$ cat src/design/rsp_pkg.sv
// Package for the radix string parser: phase codes, state and result types, digit decode.
`default_nettype none
package rsp_pkg;

  localparam int unsigned ValueW = 64;
  localparam int unsigned BaseW  = 6;
  localparam int unsigned PhaseW = 3;

  localparam logic [PhaseW-1:0] PhDone   = 3'd0;
  localparam logic [PhaseW-1:0] PhLead   = 3'd1;
  localparam logic [PhaseW-1:0] PhSigned = 3'd2;
  localparam logic [PhaseW-1:0] PhZero   = 3'd3;
  localparam logic [PhaseW-1:0] PhDigits = 3'd4;

  localparam logic [BaseW-1:0] RadixReset = 6'd10;
  localparam logic [BaseW-1:0] RadixAuto  = 6'd0;
  localparam logic [BaseW-1:0] Base8      = 6'd8;
  localparam logic [BaseW-1:0] Base10     = 6'd10;
  localparam logic [BaseW-1:0] Base16     = 6'd16;
  localparam logic [BaseW-1:0] BaseMin    = 6'd2;
  localparam logic [BaseW-1:0] BaseMax    = 6'd36;
  localparam logic [BaseW-1:0] NotDigit   = 6'd63;

  localparam logic [7:0] ChSpace = 8'h20;
  localparam logic [7:0] ChTab   = 8'h09;
  localparam logic [7:0] ChMinus = 8'h2D;
  localparam logic [7:0] ChPlus  = 8'h2B;
  localparam logic [7:0] ChZero  = 8'h30;
  localparam logic [7:0] ChNine  = 8'h39;
  localparam logic [7:0] ChUpA   = 8'h41;
  localparam logic [7:0] ChUpZ   = 8'h5A;
  localparam logic [7:0] ChLoA   = 8'h61;
  localparam logic [7:0] ChLoZ   = 8'h7A;
  localparam logic [7:0] ChLoX   = 8'h78;
  localparam logic [7:0] ChUpX   = 8'h58;

  typedef struct packed {
    logic [PhaseW-1:0] phase;
    logic [ValueW-1:0] accum;
    logic [BaseW-1:0]  base;
    logic              minus;
  } rsp_state_t;

  typedef struct packed {
    logic              emit;
    logic [ValueW-1:0] value;
    logic              minus_seen;
  } rsp_result_t;

  // Digit value of an alphanumeric byte; NotDigit is above every legal base.
  function automatic logic [BaseW-1:0] digit_of(input logic [7:0] c);
    logic [7:0] d;
    d = 8'(NotDigit);
    if (c >= ChZero && c <= ChNine) begin
      d = c - ChZero;
    end else if (c >= ChUpA && c <= ChUpZ) begin
      d = c - ChUpA + 8'd10;
    end else if (c >= ChLoA && c <= ChLoZ) begin
      d = c - ChLoA + 8'd10;
    end
    return d[BaseW-1:0];
  endfunction

endpackage
`default_nettype wire

$ cat src/design/rsp_if.sv
// Valid/ready channel interfaces for the character input and the value result.
`default_nettype none
interface rsp_in_if;
  logic       valid;
  logic       ready;
  logic [7:0] ch;
  logic       first;

  modport source (output valid, output ch, output first, input ready);
  modport sink (input valid, input ch, input first, output ready);
endinterface

interface rsp_out_if;
  logic        valid;
  logic        ready;
  logic [63:0] value;
  logic        minus_seen;

  modport source (output valid, output value, output minus_seen, input ready);
  modport sink (input valid, input value, input minus_seen, output ready);
endinterface
`default_nettype wire

$ cat src/design/rsp_step.sv
// Next-state and result logic for one character of the parser.
`default_nettype none
module rsp_step (
  input  rsp_pkg::rsp_state_t             state_i,
  input  logic [rsp_pkg::BaseW-1:0]       radix_i,
  input  logic [7:0]                      ch_i,
  input  logic                            first_i,
  output rsp_pkg::rsp_state_t             state_o,
  output rsp_pkg::rsp_result_t            result_o
);
  import rsp_pkg::*;

  rsp_state_t     cur;
  logic           is_digit_step;
  logic [BaseW-1:0] dig_base;
  logic [BaseW-1:0] dig_val;
  logic           dig_ok;
  logic           prefix_ok;
  logic [ValueW-1:0] mac;

  assign dig_val   = digit_of(ch_i);
  assign prefix_ok = (radix_i == RadixAuto) || (radix_i == Base16);
  assign dig_ok    = (dig_base >= BaseMin) && (dig_base <= BaseMax) && (dig_val < dig_base);
  assign mac       = cur.accum * ValueW'(dig_base) + ValueW'(dig_val);

  always_comb begin
    cur = state_i;
    if (first_i) begin
      cur.phase = PhLead;
      cur.accum = '0;
      cur.base  = '0;
      cur.minus = 1'b0;
    end

    state_o       = cur;
    is_digit_step = 1'b0;
    dig_base      = cur.base;

    case (cur.phase)
      PhLead, PhSigned: begin
        if (cur.phase == PhLead && (ch_i == ChSpace || ch_i == ChTab)) begin
          state_o = cur;
        end else if (cur.phase == PhLead && ch_i == ChMinus) begin
          state_o.minus = 1'b1;
          state_o.phase = PhSigned;
        end else if (cur.phase == PhLead && ch_i == ChPlus) begin
          state_o.phase = PhSigned;
        end else if (prefix_ok && ch_i == ChZero) begin
          state_o.phase = PhZero;
        end else begin
          dig_base      = (radix_i == RadixAuto) ? Base10 : radix_i;
          is_digit_step = 1'b1;
        end
      end
      PhZero: begin
        // The leading zero itself adds nothing; in auto mode the next byte decides the base.
        cur.accum     = '0;
        state_o.accum = '0;
        state_o.phase = PhDigits;
        if (ch_i == ChLoX || ch_i == ChUpX) begin
          state_o.base = Base16;
        end else begin
          dig_base      = (radix_i == RadixAuto) ? Base8 : Base16;
          is_digit_step = 1'b1;
        end
      end
      PhDigits: begin
        is_digit_step = 1'b1;
      end
      default: begin
        state_o = cur;
      end
    endcase

    result_o.emit       = 1'b0;
    result_o.value      = cur.accum;
    result_o.minus_seen = cur.minus;
    if (is_digit_step) begin
      state_o.base = dig_base;
      if (dig_ok) begin
        state_o.phase = PhDigits;
        state_o.accum = mac;
      end else begin
        state_o.phase = PhDone;
        result_o.emit = 1'b1;
      end
    end
  end

endmodule
`default_nettype wire

$ cat src/design/radix_string_to_u64_parser_unit.sv
// Top level of the streaming string to unsigned 64-bit parser.
//
// Characters arrive on in_chan, one per item, with first marking the start
// of a string. Each accepted item lands in an input register; once out_chan
// is not stalled, the parse logic updates the parse state from it and,
// when the item ends the number, loads the result register that drives
// out_chan. One item is taken every cycle while out_chan is not stalled;
// the single 64 by 6 multiply-add per character is the path that sets the
// clock.
// The radix register is written through cfg_we_i/cfg_wdata_i; the user must
// do so only while the unit is idle, as the unit does not enforce this.
// 0 selects the base from the prefix. Reset clears the radix to 10, empties
// both registers and leaves the parser waiting for a first character. When
// out_chan stalls with a result held, the input register keeps its item and
// in_chan.ready drops only once that register is full as well.
`default_nettype none
module radix_string_to_u64_parser_unit (
  input  logic                       clk_i,
  input  logic                       rst_ni,
  input  logic                       cfg_we_i,
  input  logic [rsp_pkg::BaseW-1:0]  cfg_wdata_i,
  rsp_in_if.sink                     in_chan,
  rsp_out_if.source                  out_chan
);
  import rsp_pkg::*;

  logic [BaseW-1:0]  radix_q;
  logic              in_vq;
  logic [7:0]        ch_q;
  logic              first_q;
  rsp_state_t        state_q, state_d;
  rsp_result_t       result;
  logic              out_vq;
  logic [ValueW-1:0] value_q;
  logic              minus_q;
  logic              proc;

  assign proc          = in_vq && (!out_vq || out_chan.ready);
  assign in_chan.ready = !in_vq || proc;

  rsp_step u_step (
    .state_i  (state_q),
    .radix_i  (radix_q),
    .ch_i     (ch_q),
    .first_i  (first_q),
    .state_o  (state_d),
    .result_o (result)
  );

  always_ff @(posedge clk_i or negedge rst_ni) begin
    if (!rst_ni) begin
      radix_q       <= RadixReset;
      in_vq         <= 1'b0;
      out_vq        <= 1'b0;
      state_q.phase <= PhDone;
      state_q.accum <= '0;
      state_q.base  <= '0;
      state_q.minus <= 1'b0;
    end else begin
      if (cfg_we_i) begin
        radix_q <= cfg_wdata_i;
      end
      if (in_chan.ready) begin
        in_vq <= in_chan.valid;
      end
      if (proc) begin
        state_q <= state_d;
        out_vq  <= result.emit;
      end else if (out_chan.ready) begin
        out_vq <= 1'b0;
      end
    end
  end

  always_ff @(posedge clk_i) begin
    if (in_chan.ready && in_chan.valid) begin
      ch_q    <= in_chan.ch;
      first_q <= in_chan.first;
    end
    if (proc && result.emit) begin
      value_q <= result.value;
      minus_q <= result.minus_seen;
    end
  end

  assign out_chan.valid      = out_vq;
  assign out_chan.value      = value_q;
  assign out_chan.minus_seen = minus_q;

endmodule
`default_nettype wire

$ cat src/flat_wrapper.sv
// flat-port wrapper written by rule: the top's interface ports become plain ports
module radix_string_to_u64_parser_unit_flat import rsp_pkg::*;
  (clk_i, rst_ni, cfg_we_i, cfg_wdata_i, in_chan_valid, in_chan_ch, in_chan_first, in_chan_ready, out_chan_valid, out_chan_value, out_chan_minus_seen, out_chan_ready);
  rsp_in_if in_chan_i ();
  rsp_out_if out_chan_i ();
  input  logic clk_i;
  input  logic rst_ni;
  input  logic cfg_we_i;
  input  logic [rsp_pkg::BaseW-1:0] cfg_wdata_i;
  input wire logic [$bits(in_chan_i.valid)-1:0] in_chan_valid;
  input wire logic [$bits(in_chan_i.ch)-1:0] in_chan_ch;
  input wire logic [$bits(in_chan_i.first)-1:0] in_chan_first;
  output wire logic [$bits(in_chan_i.ready)-1:0] in_chan_ready;
  output wire logic [$bits(out_chan_i.valid)-1:0] out_chan_valid;
  output wire logic [$bits(out_chan_i.value)-1:0] out_chan_value;
  output wire logic [$bits(out_chan_i.minus_seen)-1:0] out_chan_minus_seen;
  input wire logic [$bits(out_chan_i.ready)-1:0] out_chan_ready;
  assign in_chan_i.valid = in_chan_valid;
  assign in_chan_i.ch = in_chan_ch;
  assign in_chan_i.first = in_chan_first;
  assign in_chan_ready = in_chan_i.ready;
  assign out_chan_valid = out_chan_i.valid;
  assign out_chan_value = out_chan_i.value;
  assign out_chan_minus_seen = out_chan_i.minus_seen;
  assign out_chan_i.ready = out_chan_ready;
  radix_string_to_u64_parser_unit u_core (.clk_i(clk_i), .rst_ni(rst_ni), .cfg_we_i(cfg_we_i), .cfg_wdata_i(cfg_wdata_i), .in_chan(in_chan_i), .out_chan(out_chan_i));
endmodule
$ cat config.mk
export PLATFORM = sky130hd
export DESIGN_NAME = radix_string_to_u64_parser_unit_flat
export DESIGN_NICKNAME = d
export VERILOG_FILES = /design/src/design/rsp_pkg.sv /design/src/design/rsp_if.sv /design/src/design/rsp_step.sv /design/src/design/radix_string_to_u64_parser_unit.sv /design/src/flat_wrapper.sv
export SDC_FILE = /design/constraint.sdc
export NUM_CORES = 1
export LEC_CHECK = 0
export ABC_CLOCK_PERIOD_IN_PS = 7700
export BUFFER_PORTS_ARGS = -buffer_cell sky130_fd_sc_hd__buf_4
export CAP_MARGIN = 40
export CORE_ASPECT_RATIO = 0.9
export CORE_MARGIN = 1
export CORE_UTILIZATION = 51
export CTS_CLUSTER_DIAMETER = 200
export DETAILED_ROUTE_END_ITERATION = 16
export GPL_TIMING_DRIVEN = 0
export PLACE_DENSITY_LB_ADDON = 0.15
export SLEW_MARGIN = 20
export SYNTH_ARGS = -nofsm -noshare
export SYNTH_HDL_FRONTEND = slang
export SYNTH_HIERARCHICAL = 1
export SYNTH_SLANG_ARGS = --single-unit
$ cat constraint.sdc
create_clock -name clk_i -period 7.7 [get_ports clk_i]
set_input_delay 0.77 -clock clk_i [delete_from_list [all_inputs] [get_ports clk_i]]
set_output_delay 0.77 -clock clk_i [all_outputs]
set_load 0.1 [all_outputs]
# After elaboration in Yosys (flattened, before gate mapping)
# Index checks and enable logic that the tools add are counted.
[totals]
register_bits = 156
inputBits = 20
output_inout_bits = 67
[classes]
addsub = 6
mul = 1
order_cmp = 9
n_eq_ne = 12
muxes = 35
n_reduce_logical = 22
[op_table]
columns = ["operator", "n"]
rows = [
  ["$pmux 73 s2", 1],
  ["$mux 64", 2],
  ["$mux 74", 1],
  ["$mux 73", 1],
  ["$add 64x6->64", 1],
  ["$mul 64x6->64", 1],
  ["$mux 6", 10],
  ["$eq 8x6->1 const B", 4],
  ["$eq 8x7->1 const B", 2],
  ["$ge 8x7->1 const B", 2],
  ["$le 8x7->1 const B", 2],
  ["$mux 3", 5],
  ["$add 6x4->6 const B", 2],
  ["$logic_and 1x1->1", 12],
  ["$mux 1", 12],
  ["$pmux 6 s2", 1],
  ["$sub 6x6->6 const B", 2],
  ["$eq 8x4->1 const B", 1],
  ["$ge 8x6->1 const B", 1],
  ["$le 8x6->1 const B", 1],
  ["$eq 3x2->1 const B", 2],
  ["$eq 6x5->1 const B", 1],
  ["$ge 6x2->1 const B", 1],
  ["$le 6x6->1 const B", 1],
  ["other kinds (11)", 16],
]

# Logic depth before layout (Yosys ltp)
[logic_depth]
depth_word = 14
ltp_mapped = 31
depth_no_buf = 28

# By module
# The synthesis kept the hierarchy.
[modules_own_cells]
columns = ["module", "instances", "cells_each", "area_each_um2"]
rows = [
  ["rsp_step", 1, 1714, 13171.4],
  ["radix_string_to_u64_parser_unit", 1, 254, 5611.6],
]

# Worst setup path after synthesis
# Ideal clock, no wire load.
[synth_path]
path_kind = "flip-flop to flip-flop"
from = "register u_core.ch_q[0]"
to = "register u_core/state_q[63] (netlist name)"
t_arrival_ps = 7788
required_ps = 7575
setup_slack_ps = -213
path_stages_with_launch = 29
path_buffers = 2
cell_sequence = "edfxtp_1 inv_1 ha_1 or3b_2 or4_4 o211ai_2 nor2_1 a22o_1 inv_1 clkbuf_1 buf_1 nor2_1 fa_1 fa_1 fa_1 ha_1 ha_1 a21oi_1 o21ai_0 a211oi_1 nor3_1 a2111oi_0 nor3_1 or3_1 a31o_2 o221ai_1 xor2_1 o21ai_0 mux2_4"
[synth_rtl]
columns = ["item", "line_no", "text"]
rows = [
  ["from (decl)", "radix_string_to_u64_parser_unit.sv:29", "logic [7:0] ch_q;"],
  ["from (signal assigned)", "radix_string_to_u64_parser_unit.sv:77", "ch_q <= in_chan.ch;"],
  ["to (signal assigned)", "radix_string_to_u64_parser_unit.sv:67", "state_q <= state_d;"],
  ["to (decl)", "radix_string_to_u64_parser_unit.sv:31", "rsp_state_t state_q, state_d;"],
]

==> reports/summary.txt <==
final instance area: 0.02278 mm2
# setup viols final: 0
Async S/R FF share, synth: 0.5256
sw power: 2.045 mW
Worst path max stage delay: 600 ps
RSZ-0062 raised after global routing: yes
power share of the clock group: 0.193
FF/Latch Area: 0.004278 mm2
Pre-antenna DRT Iters: 6
Core Box Area: 0.03617 mm2
Cell variety after synth: 81
TritonCTS clock tree: done
pwr dens: 185.5 mW/mm2
# DRC: 0
Setup Skew: 12.33 ps
FMAX: 131.5 MHz
Setup CP Type: reg2reg
post-detailed-route wirelength per cell: 20.89 um
R2R depth: 30
Cell Rows: 66
layout cells sized above 1: 0.2568
vias in the first global route: 15460
Worst Path Arrival: 7950 ps
Hold Path Class: in2async
GRT Util Overall: 0.2972
multi-input logic area: 0.01485 mm2
area growth from synthesis to layout: 21.30%
nets: 2534
mapped cell area: 0.01878 mm2
Synth Area per Inst: 9.544 um2
first-pass GRT wire length: 85.50 mm
total number of vias: 15440
Skew-Pair Late Insertion Delay: 460 ps
Seq/Total Area, Yosys: 0.2277
initial antenna violation count: 0
Final WS setup: 96.14 ps
top cells by count, synth: nor2_1, fa_1, nand2_1
Max FO, Critical Path: 8
Power Internal: 2.182 mW
n_diodes: 0
top cell type's share of synthesized area: 0.2558
Mapped Cells: 1968
register bit total from synthesis: 156
post-placement worst setup slack: -2100 ps
fillcell total: 2987
status: finished, final reports clean
CP most frequent cell: fa_1
GP Congestion: 0.9348
Mapped Nets: 2369
Sink Count: 156
CP endpoint kind: flop
PortBufs: 85
worst-margin pin slew: 727.0 ps
Slew Limit Fails: 0
Static Leak: 11.21 nW
Top FF cell, synth: dfrtp_1
DRT iter0 DRCs: 1138
top post-synthesis cells by area: fa_1, edfxtp_1, dfrtp_1
sequential share of power: 0.255
H-tree depth: 4
Final period util: 0.9875
post-DP HPWL: 40.39 mm
Die Width: 204.3 um
Yosys top cell by area: fa_1
Worst Path Required: 8040 ps
share of total power in combinational logic: 0.553
drt total wl: 54.78 mm
Peak supply drop: 0.0001565 V
clock buffer depth: 2
min Tclk post-route: 7604 ps
root buffer cell: clkbuf_16
Clock transition at path regs: 70 ps
Post-synth EDFFs: 74
largest net degree at the start of global routing: 51
top-count cell post-synth: nor2_1
Final Hold Fails: 0
Inserted Clock Buffers: 17
vias per inst: 5.890
Die Y: 184.1 um
I/O pins: 87
post-route ant nets: 0
starting density of the core: 0.5193
Net Sw Frac: 0.4838
Startpoint Class: flop
DP Area: 0.02017 mm2
YS warnings: 6
Max-slew headroom: 0.5121
grt total ovfl: 0
die footprint: 0.03760 mm2
Max-cap violations: 0
CP max stage cell: fa_1
through the flow:
step	utilization	instances	setup TNS [ps]	hold WS, ps	power (mW)
finish	0.6299	2622	0	207.0	4.226
global route	0.6299	2622	-489.1	213.9	4.398
CTS	0.5965	2598	0	203.6	4.056
detailed placement	0.5576	2537	-51020	484.0	3.060
global placement	0.5536	2529	-239340	479.7	3.010
floorplan	-	1968	-33.17	470.6	2.484
layout make-up:
class,instances,area share
Multi-Input combinational cell,1585,0.6519
Clock inverter,15,0.005052
Inverter,137,0.02318
Buffer,75,0.03010
Tap cell,476,0.02614
Clock buffer,17,0.01867
Timing Repair Buffer,161,0.05717
Sequential cell,156,0.1878
placed cells by master (no fill, tap or decap), drive strengths merged, types with 4 or more instances in the layout:
| master | Yosys | layout |
|---|---|---|
| xnor2 | 44 | 44 |
| ha | 141 | 141 |
| xor2 | 25 | 25 |
| nand2b | 16 | 16 |
| nand2 | 217 | 217 |
| a21oi | 92 | 92 |
| inv | 137 | 142 |
| o211ai | 9 | 9 |
| o21bai | 19 | 19 |
| fa | 240 | 240 |
| nand3 | 15 | 15 |
| dfrtp | 80 | 80 |
| clkbuf | 49 | 42 |
| and2 | 12 | 12 |
| nor2b | 13 | 13 |
| a211oi | 10 | 10 |
| a21boi | 6 | 6 |
| o22ai | 6 | 6 |
| clkinv | 0 | 4 |
| a21o | 34 | 34 |
| buf | 41 | 211 |
| mux2 | 82 | 82 |
| o21ai | 108 | 108 |
| and3 | 9 | 9 |
| nand4 | 15 | 15 |
| nor2 | 375 | 375 |
| a41o | 4 | 4 |
| a211o | 4 | 4 |
| nor3 | 17 | 17 |
| o31ai | 4 | 4 |
| edfxtp | 74 | 74 |
| mux2i | 4 | 4 |
| clkinvlp | 0 | 6 |
| a31oi | 12 | 12 |
cell families (layout without fill, tap and decap cells):
| logic type | count (synthesis) | in the layout | share of synthesized area |
|---|---|---|---|
| simple gates | 712 | 712 | 0.1597 |
| flops | 156 | 156 | 0.2277 |
| compound gates | 336 | 336 | 0.1115 |
| buf+inv | 227 | 405 | 0.05476 |
| fa+ha+maj | 381 | 381 | 0.3497 |
| xor+xnor | 70 | 70 | 0.03337 |
| mux | 86 | 86 | 0.06328 |
worst max-delay path, delay by kind of cell (launching register included):
family	cells	cell delay, ps
fa+ha+maj	5	2320
simple gates	8	1890
compound gates	8	1500
buf+inv	7	790
flops	1	440
mux	1	280
xor+xnor	1	240
state kept, by name, summed over array words and instances (netlist names):
register                    flops
u_core/ch_q                     8
u_core/first_q                  1
u_core/in_vq                    1
u_core/out_chan.valid           1
u_core/out_chan.minus_seen      1
u_core/out_chan.value          64
u_core/state_q                 74
u_core/radix_q                  6
power by group through the flow:
| stage | sequential [mW] | combinational (mW) | clock [mW] |
|---|---|---|---|
| floorplan | 1.61 | 0.869 | 0 |
| global placement | 1.11 | 1.90 | 0 |
| detailed placement | 1.09 | 1.97 | 0 |
| CTS | 1.08 | 2.15 | 0.831 |
| global route | 1.09 | 2.44 | 0.865 |
| finish | 1.08 | 2.34 | 0.815 |
path summary, 6_finish.rpt:
check | start | end | slack [ps]
setup / recovery | u_core/radix_q[0] | u_core/state_q[63] | 100
hold / removal | rst_ni | u_core/state_q[22] | 210
setup reg to reg | u_core/radix_q[0] | u_core/state_q[63] | 100
hold reg to reg | u_core/state_q[70] | u_core/state_q[70] | 500
max in group asynchronous | rst_ni | u_core/radix_q[1] | 6840
min in group clk_i | in_chan_ch[2] | u_core/ch_q[2] | 490
metal layers:
metal	part of all wire	wire (um)	vias to the layer above	track usage
met4	0.027	1492	0	0.09104
met2	0.47	25530	590	0.4629
met1	0.44	23880	7840	0.4219
met3	0.071	3868	100	0.05193
li1	-	-	6913	-
met5	0	0	-	0
repair_timing:
item | CTS | global route
hold buffers | 0 | 0
pin swaps | 27 | 120
setup buffers | 39 | 30
gates resized for setup | 158 | 236
hold endpoints to repair | 0 | 0
gates cloned | 0 | 0
setup endpoints to repair | 53 | 21
No activity file was read; power rests on OpenSTA's default activity.
